--- src/design/dent_pkg.sv ---
// ---------------------------------------------------------------------------
// dent_pkg
// Shared types, codes and helpers for the directory entry table.
// ---------------------------------------------------------------------------
package dent_pkg;

   // Default sizing
   localparam int SLOTS_DEF      = 32;
   localparam int INODE_BITS_DEF = 16;

   // Fixed field widths
   localparam int NAME_W   = 32;
   localparam int IN_INO_W = 16;
   localparam int OUT_IDX_W = 5;

   // Operation codes
   typedef enum logic [1:0] {
      OP_CREATE = 2'd0,
      OP_DELETE = 2'd1,
      OP_READ   = 2'd2,
      OP_REWIND = 2'd3
   } op_type;

   // Result status codes
   typedef enum logic [2:0] {
      ST_OK       = 3'd0,
      ST_BADNAME  = 3'd1,
      ST_EXISTS   = 3'd2,
      ST_NOSPACE  = 3'd3,
      ST_NOTFOUND = 3'd4,
      ST_END      = 3'd5
   } status_type;

   // Sequencer states
   typedef enum logic {
      S_IDLE,
      S_SCAN
   } state_type;

   // A name is bad if its first byte is zero or a nonzero byte follows a zero byte
   function automatic logic name_is_bad(input logic [NAME_W-1:0] nm);
      logic seen_zero;
      logic bad;
      seen_zero = 1'b0;
      bad       = (nm[7:0] == 8'd0);
      for (int b = 0; b < 4; b++) begin
         if (nm[8*b +: 8] == 8'd0) begin
            seen_zero = 1'b1;
         end else if (seen_zero) begin
            bad = 1'b1;
         end
      end
      return bad;
   endfunction

endpackage

--- src/design/directory_entry_table_core.sv ---
// ---------------------------------------------------------------------------
// directory_entry_table_core
// Table of directory slots (name + inode) held in one synchronous memory.
// Create, delete and read-next run as a pipelined slot scan; rewind only resets the read cursor.
// ---------------------------------------------------------------------------
//  channel   handshake             payload
//  request   start / busy          req_op, req_entry_name, req_inode_number
//  response  rsp_valid (strobe)    rsp_status, rsp_found_name,
//                                  rsp_found_inode, rsp_slot_index
//
// Rewind and bad-name requests answer in the cycle after the transfer.
// Create, delete and read-next scan the slot memory one read per cycle
// through its registered read port, and each scan stops early at its hit
// (for create, a slot that holds the same name). busy stays high while a
// scan runs; the result strobe cannot be held off by the receiver. Reset
// (synchronous) frees every slot at once through per-slot valid bits and
// zeroes the read cursor.
// ---------------------------------------------------------------------------
module directory_entry_table_core #(
   parameter int SLOTS      = dent_pkg::SLOTS_DEF,
   parameter int INODE_BITS = dent_pkg::INODE_BITS_DEF
) (
   input  logic                             clock,
   input  logic                             reset,
   // request
   input  logic                             start,
   output logic                             busy,
   input  logic [1:0]                       req_op,
   input  logic [dent_pkg::NAME_W-1:0]      req_entry_name,
   input  logic [dent_pkg::IN_INO_W-1:0]    req_inode_number,
   // response
   output logic                             rsp_valid,
   output logic [2:0]                       rsp_status,
   output logic [dent_pkg::NAME_W-1:0]      rsp_found_name,
   output logic [dent_pkg::IN_INO_W-1:0]    rsp_found_inode,
   output logic [dent_pkg::OUT_IDX_W-1:0]   rsp_slot_index
);

   localparam int AW    = (SLOTS > 1) ? $clog2(SLOTS) : 1;
   localparam int CW    = $clog2(SLOTS + 1);
   localparam int NW    = dent_pkg::NAME_W;
   localparam int EW    = NW + INODE_BITS;
   localparam int OIW   = dent_pkg::IN_INO_W;
   localparam int XW    = dent_pkg::OUT_IDX_W;

   // Slot memory: {name, inode}
   logic [EW-1:0]          entry_mem [SLOTS];
   logic [SLOTS-1:0]       valid_ff;

   // Sequencer and request capture
   dent_pkg::state_type    state_ff, state_in;
   dent_pkg::op_type       op_ff, op_in;
   logic [NW-1:0]          name_ff, name_in;
   logic [INODE_BITS-1:0]  inode_ff, inode_in;
   logic [CW-1:0]          cursor_ff, cursor_in;

   // Scan pipeline
   logic [CW-1:0]          issue_ff, issue_in;
   logic                   pend_ff, pend_in;
   logic [AW-1:0]          eval_ff, eval_in;
   logic                   free_hit_ff, free_hit_in;
   logic [AW-1:0]          free_idx_ff, free_idx_in;
   logic [EW-1:0]          rd_data_ff;
   logic                   rd_valid_ff;

   // Response registers
   logic                   rsp_valid_ff, rsp_valid_in;
   dent_pkg::status_type   rsp_status_ff, rsp_status_in;
   logic [NW-1:0]          rsp_name_ff, rsp_name_in;
   logic [OIW-1:0]         rsp_inode_ff, rsp_inode_in;
   logic [XW-1:0]          rsp_slot_ff, rsp_slot_in;

   // Memory and valid-bit controls
   logic                   rd_en;
   logic                   mem_we;
   logic                   clr_valid;

   // Scan evaluation
   logic                   req_bad;
   logic                   issue_more;
   logic [NW-1:0]          rd_name;
   logic [INODE_BITS-1:0]  rd_inode;
   logic                   slot_used;
   logic                   slot_match;
   logic                   scan_hit;
   logic                   scan_exhausted;
   logic                   scan_done;
   logic                   need_scan;

   assign req_bad        = dent_pkg::name_is_bad(req_entry_name);
   assign issue_more     = (issue_ff != CW'(SLOTS));
   assign rd_name        = rd_data_ff[EW-1 -: NW];
   assign rd_inode       = rd_data_ff[INODE_BITS-1:0];
   assign slot_used      = pend_ff && rd_valid_ff && (rd_name[7:0] != 8'd0);
   assign slot_match     = slot_used && (rd_name == name_ff);
   assign scan_hit       = (op_ff == dent_pkg::OP_READ) ? slot_used : slot_match;
   assign scan_exhausted = !pend_ff && !issue_more;
   assign scan_done      = scan_hit || scan_exhausted;
   assign need_scan      = (dent_pkg::op_type'(req_op) == dent_pkg::OP_READ) ||
                           (((dent_pkg::op_type'(req_op) == dent_pkg::OP_CREATE) ||
                             (dent_pkg::op_type'(req_op) == dent_pkg::OP_DELETE)) &&
                            !req_bad);

   // Next state
   always_comb begin
      state_in = state_ff;
      unique case (state_ff)
         dent_pkg::S_IDLE: begin
            if (start && need_scan) begin
               state_in = dent_pkg::S_SCAN;
            end
         end
         dent_pkg::S_SCAN: begin
            if (scan_done) begin
               state_in = dent_pkg::S_IDLE;
            end
         end
         default: state_in = dent_pkg::S_IDLE;
      endcase
   end

   // Datapath and response control
   always_comb begin
      op_in         = op_ff;
      name_in       = name_ff;
      inode_in      = inode_ff;
      cursor_in     = cursor_ff;
      issue_in      = issue_ff;
      pend_in       = 1'b0;
      eval_in       = eval_ff;
      free_hit_in   = free_hit_ff;
      free_idx_in   = free_idx_ff;
      rsp_valid_in  = 1'b0;
      rsp_status_in = dent_pkg::ST_OK;
      rsp_name_in   = '0;
      rsp_inode_in  = '0;
      rsp_slot_in   = '0;
      rd_en         = 1'b0;
      mem_we        = 1'b0;
      clr_valid     = 1'b0;

      unique case (state_ff)
         dent_pkg::S_IDLE: begin
            if (start) begin
               op_in       = dent_pkg::op_type'(req_op);
               name_in     = req_entry_name;
               inode_in    = INODE_BITS'(req_inode_number);
               free_hit_in = 1'b0;
               unique case (dent_pkg::op_type'(req_op))
                  dent_pkg::OP_REWIND: begin
                     cursor_in    = '0;
                     rsp_valid_in = 1'b1;
                  end
                  dent_pkg::OP_READ: begin
                     issue_in = cursor_ff;
                  end
                  dent_pkg::OP_CREATE, dent_pkg::OP_DELETE: begin
                     issue_in = '0;
                     if (req_bad) begin
                        rsp_valid_in  = 1'b1;
                        rsp_status_in = dent_pkg::ST_BADNAME;
                     end
                  end
                  default: ;
               endcase
            end
         end

         dent_pkg::S_SCAN: begin
            // issue one read per cycle until the last slot has been issued
            if (issue_more) begin
               rd_en    = 1'b1;
               issue_in = issue_ff + CW'(1);
               pend_in  = 1'b1;
               eval_in  = issue_ff[AW-1:0];
            end

            // lowest free slot for create
            if (pend_ff && !slot_used && !free_hit_ff) begin
               free_hit_in = 1'b1;
               free_idx_in = eval_ff;
            end

            if (scan_hit) begin
               pend_in      = 1'b0;
               rsp_valid_in = 1'b1;
               unique case (op_ff)
                  dent_pkg::OP_READ: begin
                     cursor_in    = CW'(eval_ff) + CW'(1);
                     rsp_name_in  = rd_name;
                     rsp_inode_in = OIW'(rd_inode);
                     rsp_slot_in  = XW'(eval_ff);
                  end
                  dent_pkg::OP_DELETE: begin
                     clr_valid    = 1'b1;
                     rsp_inode_in = OIW'(rd_inode);
                     rsp_slot_in  = XW'(eval_ff);
                  end
                  dent_pkg::OP_CREATE: begin
                     rsp_status_in = dent_pkg::ST_EXISTS;
                  end
                  default: ;
               endcase
            end else if (scan_exhausted) begin
               rsp_valid_in = 1'b1;
               unique case (op_ff)
                  dent_pkg::OP_READ: begin
                     cursor_in     = CW'(SLOTS);
                     rsp_status_in = dent_pkg::ST_END;
                  end
                  dent_pkg::OP_DELETE: begin
                     rsp_status_in = dent_pkg::ST_NOTFOUND;
                  end
                  dent_pkg::OP_CREATE: begin
                     if (free_hit_ff) begin
                        mem_we      = 1'b1;
                        rsp_slot_in = XW'(free_idx_ff);
                     end else begin
                        rsp_status_in = dent_pkg::ST_NOSPACE;
                     end
                  end
                  default: ;
               endcase
            end
         end

         default: ;
      endcase
   end

   // Slot memory: one write port, one registered read port
   always_ff @(posedge clock) begin
      if (mem_we) begin
         entry_mem[free_idx_ff] <= {name_ff, inode_ff};
      end
      if (rd_en) begin
         rd_data_ff  <= entry_mem[issue_ff[AW-1:0]];
         rd_valid_ff <= valid_ff[issue_ff[AW-1:0]];
      end
   end

   // Per-slot valid bits; a slot never written or deleted reads as free
   always_ff @(posedge clock) begin
      if (reset) begin
         valid_ff <= '0;
      end else begin
         if (mem_we) begin
            valid_ff[free_idx_ff] <= 1'b1;
         end
         if (clr_valid) begin
            valid_ff[eval_ff] <= 1'b0;
         end
      end
   end

   // Control registers
   always_ff @(posedge clock) begin
      if (reset) begin
         state_ff     <= dent_pkg::S_IDLE;
         cursor_ff    <= '0;
         pend_ff      <= 1'b0;
         rsp_valid_ff <= 1'b0;
      end else begin
         state_ff     <= state_in;
         cursor_ff    <= cursor_in;
         pend_ff      <= pend_in;
         rsp_valid_ff <= rsp_valid_in;
      end
   end

   // Payload registers
   always_ff @(posedge clock) begin
      op_ff         <= op_in;
      name_ff       <= name_in;
      inode_ff      <= inode_in;
      issue_ff      <= issue_in;
      eval_ff       <= eval_in;
      free_hit_ff   <= free_hit_in;
      free_idx_ff   <= free_idx_in;
      rsp_status_ff <= rsp_status_in;
      rsp_name_ff   <= rsp_name_in;
      rsp_inode_ff  <= rsp_inode_in;
      rsp_slot_ff   <= rsp_slot_in;
   end

   // Ports
   assign busy            = (state_ff != dent_pkg::S_IDLE);
   assign rsp_valid       = rsp_valid_ff;
   assign rsp_status      = rsp_status_ff;
   assign rsp_found_name  = rsp_name_ff;
   assign rsp_found_inode = rsp_inode_ff;
   assign rsp_slot_index  = rsp_slot_ff;

endmodule
--- config.mk ---
export PLATFORM = sky130hd
export DESIGN_NAME = directory_entry_table_core
export DESIGN_NICKNAME = d
export VERILOG_FILES = /design/src/design/dent_pkg.sv /design/src/design/directory_entry_table_core.sv
export SDC_FILE = /design/constraint.sdc
export NUM_CORES = 2
export LEC_CHECK = 0
export ABC_AREA = 0
export BUFFER_PORTS_ARGS = -buffer_cell sky130_fd_sc_hd__buf_2
export CAP_MARGIN = 40
export CORE_ASPECT_RATIO = 1.5
export CORE_UTILIZATION = 40
export DETAILED_ROUTE_END_ITERATION = 7
export GPL_ROUTABILITY_DRIVEN = 0
export PLACE_DENSITY = 0.51
export SETUP_SLACK_MARGIN = 0.1
export SKIP_CTS_REPAIR_TIMING = 1
export SLEW_MARGIN = 0
export SYNTH_ARGS = -nofsm -noshare
export SYNTH_HDL_FRONTEND = slang
export SYNTH_SLANG_ARGS = --single-unit
--- constraint.sdc ---
create_clock -name clock -period 8.5 [get_ports clock]
set_input_delay 0.425 -clock clock [delete_from_list [all_inputs] [get_ports clock]]
set_output_delay 0.425 -clock clock [all_outputs]
set_load 0.01 [all_outputs]
Word-level counts from Yosys, hierarchy flattened

Memory sizes are Yosys's and may differ from the RTL's. A register that Yosys moved wholly into a read port is not among the register bits.
Index checks and enable logic that the tools add are counted.

Flip-flop bits (word level): 165
Memory bits (writable): 1536
Output and inout bits: 58
Memories: 1

Memory list:

| memory    | depth | bits a word | read ports | clocked after memory_dff | wr ports | line                             | source |
|---|---|---|---|---|---|---|---|
| entry_mem | 32    | 48          | 1          | 1                        | 1        | directory_entry_table_core.sv:47 | `logic [EW-1:0] entry_mem [SLOTS];` |

Add/sub/neg operators: 2
$lt $le $gt $ge: 5
Eq/ne operators: 14
Muxes and demuxes: 68
Bitwise gates (word level): 4
Reductions and logical operators: 36

Operator list:

| kind                                                                                | number |
|---|---|
| 32-bit 2-to-1 mux                                                                   | 3 |
| 6-bit 2-to-1 mux                                                                    | 8 |
| 1-bit 2-to-1 mux                                                                    | 36 |
| 6-bit one-hot mux with 2 select lines                                               | 3 |
| 32-bit bitwise AND                                                                  | 1 |
| 32-bit == test                                                                      | 1 |
| 8-bit zero test                                                                     | 4 |
| 32-bit NOT                                                                          | 1 |
| 32-bit bitwise OR                                                                   | 1 |
| 5-bit 2-to-1 mux                                                                    | 5 |
| 5-bit by 6-bit less-than comparator with 1-bit output, second input constant        | 3 |
| 1-bit demux with 5-bit select                                                       | 2 |
| 5-bit by 1-bit greater-or-equal comparator with 1-bit output, second input constant | 2 |
| 1-bit logical AND                                                                   | 10 |
| 3-bit one-hot mux with 3 select lines                                               | 1 |
| 3-bit AND reduction                                                                 | 3 |
| 2-bit by 1-bit inequality test with 1-bit output, second input constant             | 4 |
| 1-bit one-hot mux with 2 select lines                                               | 4 |
| 2-bit AND reduction                                                                 | 4 |
| 8-bit nonzero test                                                                  | 1 |
| 5-bit by 1-bit adder with 6-bit output, second input constant                       | 1 |
| 6-bit by 1-bit adder with 6-bit output, second input constant                       | 1 |
| 2-bit == test, second input constant                                                | 3 |
| 3-bit 2-to-1 mux                                                                    | 2 |
| 15 further kinds                                                                    | 25 |

Depth between registers and ports, before layout

Depth after elaboration: 14
Gate-level depth with buffers: 12

Worst setup path after synthesis

OpenSTA, ideal clock, no wires.

Path kind: register -> register
Start point: reg issue_ff[0]
End point: reg valid_ff[16]
Setup time: 0.073 ns
Data arrival time: 6.438 ns
Data required time: 8.427 ns
Path slack: 1.989 ns
Stages on the path, launching flop included: 13
Clock period less this slack: 6.511 ns
Cells stage by stage: edfxtp_1 > clkbuf_1 > buf_2 > buf_1 > inv_1 > ha_1 > or4b_4 > nor4_4 > and2_0 > buf_2 > nand2_1 > nor3_1 > o221a_2

Cells in the longest elaborated chain, start to end: 10

Ends and longest elaborated chain:

| item                            | line                              | source |
|---|---|---|
| from (decl)                     | directory_entry_table_core.sv:58  | `logic [CW-1:0] issue_ff, issue_in;` |
| from (signal assigned)          | directory_entry_table_core.sv:276 | `issue_ff <= issue_in;` |
| 6-bit inequality test (*)       | directory_entry_table_core.sv:91  | `assign issue_more = (issue_ff != CW'(SLOTS));` |
| 1-bit zero test (*)             | directory_entry_table_core.sv:97  | `assign scan_exhausted = !pend_ff && !issue_more;` |
| 1-bit logical AND (*)           | directory_entry_table_core.sv:97  |  |
| 1-bit 2-to-1 mux (*)            | directory_entry_table_core.sv:204 | `end else if (scan_exhausted) begin` |
| 1-bit 2-to-1 mux (*)            | directory_entry_table_core.sv:184 | `if (scan_hit) begin` |
| 1-bit 2-to-1 mux (*)            | directory_entry_table_core.sv:142 | `unique case (state_ff)` |
| 32-bit 2-to-1 mux (*)           | directory_entry_table_core.sv:247 | `if (mem_we) begin` |
| 32-bit 2-to-1 mux (*)           | directory_entry_table_core.sv:244 | `if (reset) begin` |
| 32-bit bitwise AND (no line)    | --                                |  |
| 32-bit 2-to-1 mux (*)           | directory_entry_table_core.sv:250 | `if (clr_valid) begin` |
| to (signal assigned)            | directory_entry_table_core.sv:245 | `valid_ff <= '0;` |
| to (signal, indexed assignment) | directory_entry_table_core.sv:248 | `valid_ff[free_idx_ff] <= 1'b1;` |
| to (signal, indexed assignment) | directory_entry_table_core.sv:251 | `valid_ff[eval_ff] <= 1'b0;` |
| to (decl)                       | directory_entry_table_core.sv:48  | `logic [SLOTS-1:0] valid_ff;` |

Mark *: on every way between the ends. The rest lies on a longest branch, timed or not. The select of a mux whose other input is x is not followed.
A chain may end at the register's enable or synchronous reset.

Final worst setup path

Start point: reg issue_ff[0]
End point: reg rd_data_ff[25] (read register of entry_mem), data pin

Cells in the longest elaborated chain, start to end: 3

Ends and longest elaborated chain:

| item                  | line                              | source |
|---|---|---|
| 6-bit inequality test | directory_entry_table_core.sv:91  |  |
| 1-bit 2-to-1 mux      | directory_entry_table_core.sv:171 | `if (issue_more) begin` |
| 1-bit 2-to-1 mux      | directory_entry_table_core.sv:142 |  |
| to (decl)             | directory_entry_table_core.sv:63  | `logic [EW-1:0] rd_data_ff;` |

Several ways; a longest one is shown, not always the timed one.

==> flow_summary.ini <==
[synth]
yosys.area.top_type = edfxtp_1
synth_top_area_share_pct = 75.1
yosysMostFrequentCell = edfxtp_1
ys_seq_elements = 1749
synthTopCellsByCount = edfxtp_1 (1,652), mux4_2 (490), dfxtp_1 (97)
post_synth.cell_area_avg_sq_um = 23.7
ys_dominant_reg_cell = edfxtp_1
synth_fp_nets = 2851
syn_inst = 2788
ys_seq_area_share_pct = 78.1
yosys-top-cells-area = edfxtp_1 (75%), mux4_2 (17%), dfxtp_1 (2.9%), mux2_2 (0.84%), clkbuf_1 (0.53%)
synth-edff-count = 1652
synthArstFlopShare_pct = 0
syn_area_sq_um = 66000
synthDistinctLibCells = 55
yosys_warnings = 0

[sta]
setup-violations-final = 0
tightestPinTransition_ns = 1.15
rsz0062_at_grt = false
fmax_ghz = 0.190
fin_setup_tns_ns = 0
fin_crit_sh_pct = 62.0
finClkSkew_ns = 0.0226
relSlewSlack_pct = 23.0
finalHoldViolations = 0
fin_crit_ns = 5.27
drv_slew = 0

[critical_path]
cp-end-kind = flip-flop
crit_fanout = 108
critical_path_class = reg2reg
crit_path_start_kind = flip-flop
critPathLaunch = issue_ff[0]
cp_data_required_time_ns = 9.04
regToRegStartpoint = issue_ff[0]
cp.arrival_ns = 5.81

[clocking]
clkTransAtPathRegs_ns = 0.06
htreeDepth = 4
clockBufferDepth = 3
cts_root_buf = clkbuf_16
cts.sinks = 1749
numCtsBuffers = 167
clock_latency_ns = 0.80
cts_tree = built

[power]
combPwrFrac_pct = 11.4
switching_power_mw = 4.44
powerDensity_nw_per_um2 = 251
ir_worst_vdd_mv = 0.240
p_int_mw = 14.9
p_sw_share_pct = 22.9
seq_power_share_pct = 50.3
power_frac_clock_pct = 38.3
leakagePower_nw = 24.3

[final_layout]
fin_nets = 3189
syn_to_final_growth_pct = 17.0
drive_above_1_share_pct = 33.2
layout.cells.non_filler = 5377
fill_cells = 13326
finish.utilization_pct = 47.1

[drt]
drt-met1-wl_um = 67500
post_drt_wl_per_cell_um = 32.3
drt-pass1-iter-count = 6
drt-total-wl_um = 174000
route.detailed.drc = 0
dr_wl_met2_um = 96000
maxUsedRoutingLayer = met5
wl_met3_um = 6920
vias_per_cell = 5.64
ant_nets = 0
drtIter0Drc = 2811
vias = 30328

[global_route]
antenna_found_initial = 4
grt_pass1_vias = 32377
overflow = 0
grt_pass1_wl_um = 245000
grt_util_all_layers_pct = 21.1
grt_max_degree = 148

[placed_design]
dpl.cell_count = 5017
dpl.hpwl_um = 99300
io_buffers = 110

[floorplan]
initial_core_util_pct = 40.3
die_h_um = 500
core_area_sq_um = 164000
die_area_sq_um = 167000
pin_count = 111
std_cell_rows = 182
die_w_um = 334

[outcome]
outcome = completed

[worst_hold_path]
hold_class = in2reg
hold_start = reset

[job]
cap_violations = 0
[layout by cell type, fill, tap and decap left out, types with 27 or more instances in the layout]
master / count
edfxtp_1: 1652
mux4_2: 490
clkbuf_16: 175
buf_2: 114
dfxtp_1: 97
buf_4: 71
buf_16: 56
mux2_2: 49
dlygate4sd3_1: 49
clkbuf_1: 38
nand2_1: 37
and2_1: 36
xor2_1: 34
clkinv_1: 34
nor2_1: 27
[worst paths after layout]
path | to | slack, ns | cells past startpoint
hold / removal | cursor_ff[0] | 0.08 | 2
setup / recovery | rd_data_ff[25] | 3.23 | 7
setup reg to reg | rd_data_ff[25] | 3.23 | 7
hold reg to reg | rsp_found_inode[5] | 0.46 | 1
[power by group through the flow]
stage / logic (mW) / clock network (mW) / registers [mW]
after floorplan: 1.46 / 0 / 9.90
after global placement: 2.00 / 0 / 10.0
after detailed placement: 2.20 / 0 / 9.95
after CTS: 2.21 / 7.57 / 9.77
after global routing: 2.35 / 7.87 / 9.75
final: 2.21 / 7.41 / 9.74
[worst max-delay path: stages, from the launching register on]
cell	delay (ns)
edfxtp_1	0.39
buf_12	0.60
buf_4	0.78
buf_4	0.78
buf_4	0.72
mux4_2	0.60
mux4_2	0.51
mux2_2	0.29
[through the flow]
step                      cell area, sq um  worst slack [ns]  power (mW)  hold slack (ns)
after floorplan                      66000              1.99        11.4            0.424
after global placement               69500              3.14        12.0            0.449
after detailed placement             71200              3.06        12.1            0.452
after CTS                            76600              3.04        19.6           -0.275
after global routing                 77200              2.70        20.0           0.0195
final                                77200              3.23        19.4           0.0776
[cells by family (layout without fill, tap and decap cells)]
group                    after synthesis  in the layout  synth area share [%]
adder cells (fa/ha/maj)               10             10                 0.189
other                                  0              2                     0
flip-flops                          1749           1749                  78.1
AO/OA/AOI/OAI                         80             80                 0.896
buffers and inverters                155            626                 0.961
XOR/XNOR                              39             39                 0.517
multiplexers                         542            542                  17.6
AND/OR/NAND/NOR                      213            213                  1.78
[cell type report]
| type | instances | area, sq um | area share, % |
|---|---|---|---|
| clock buffer | 214 | 4510 | 5.84 |
| multi-input combinational | 884 | 14100 | 18.2 |
| sequential | 1749 | 51500 | 66.7 |
| inverter | 10 | 40.0 | 0.0518 |
| tap | 2116 | 2650 | 3.43 |
| antenna | 2 | 5.00 | 0.00648 |
| clock inverter | 88 | 855 | 1.11 |
| timing repair buffer | 314 | 3580 | 4.63 |
[routing by layer]
layer / vias up / GRT usage [%]
li1: 12555 / -
met1: 16759 / 25.9
met2: 781 / 39.1
met3: 231 / 2.72
met4: 2 / 4.85
met5: - / 0
[sequential cells by signal, summed over array words and instances (netlist names), 2 cells and up]
signal           cells
free_idx_ff          5
op_ff                2
cursor_ff            6
entry_mem         1536
rd_data_ff          48
issue_ff             6
inode_ff            16
eval_ff              5
rsp_status           3
valid_ff            32
name_ff             32
rsp_found_name      32
rsp_found_inode     16
rsp_slot_index       5
No activity file was read; power rests on OpenSTA's default activity.
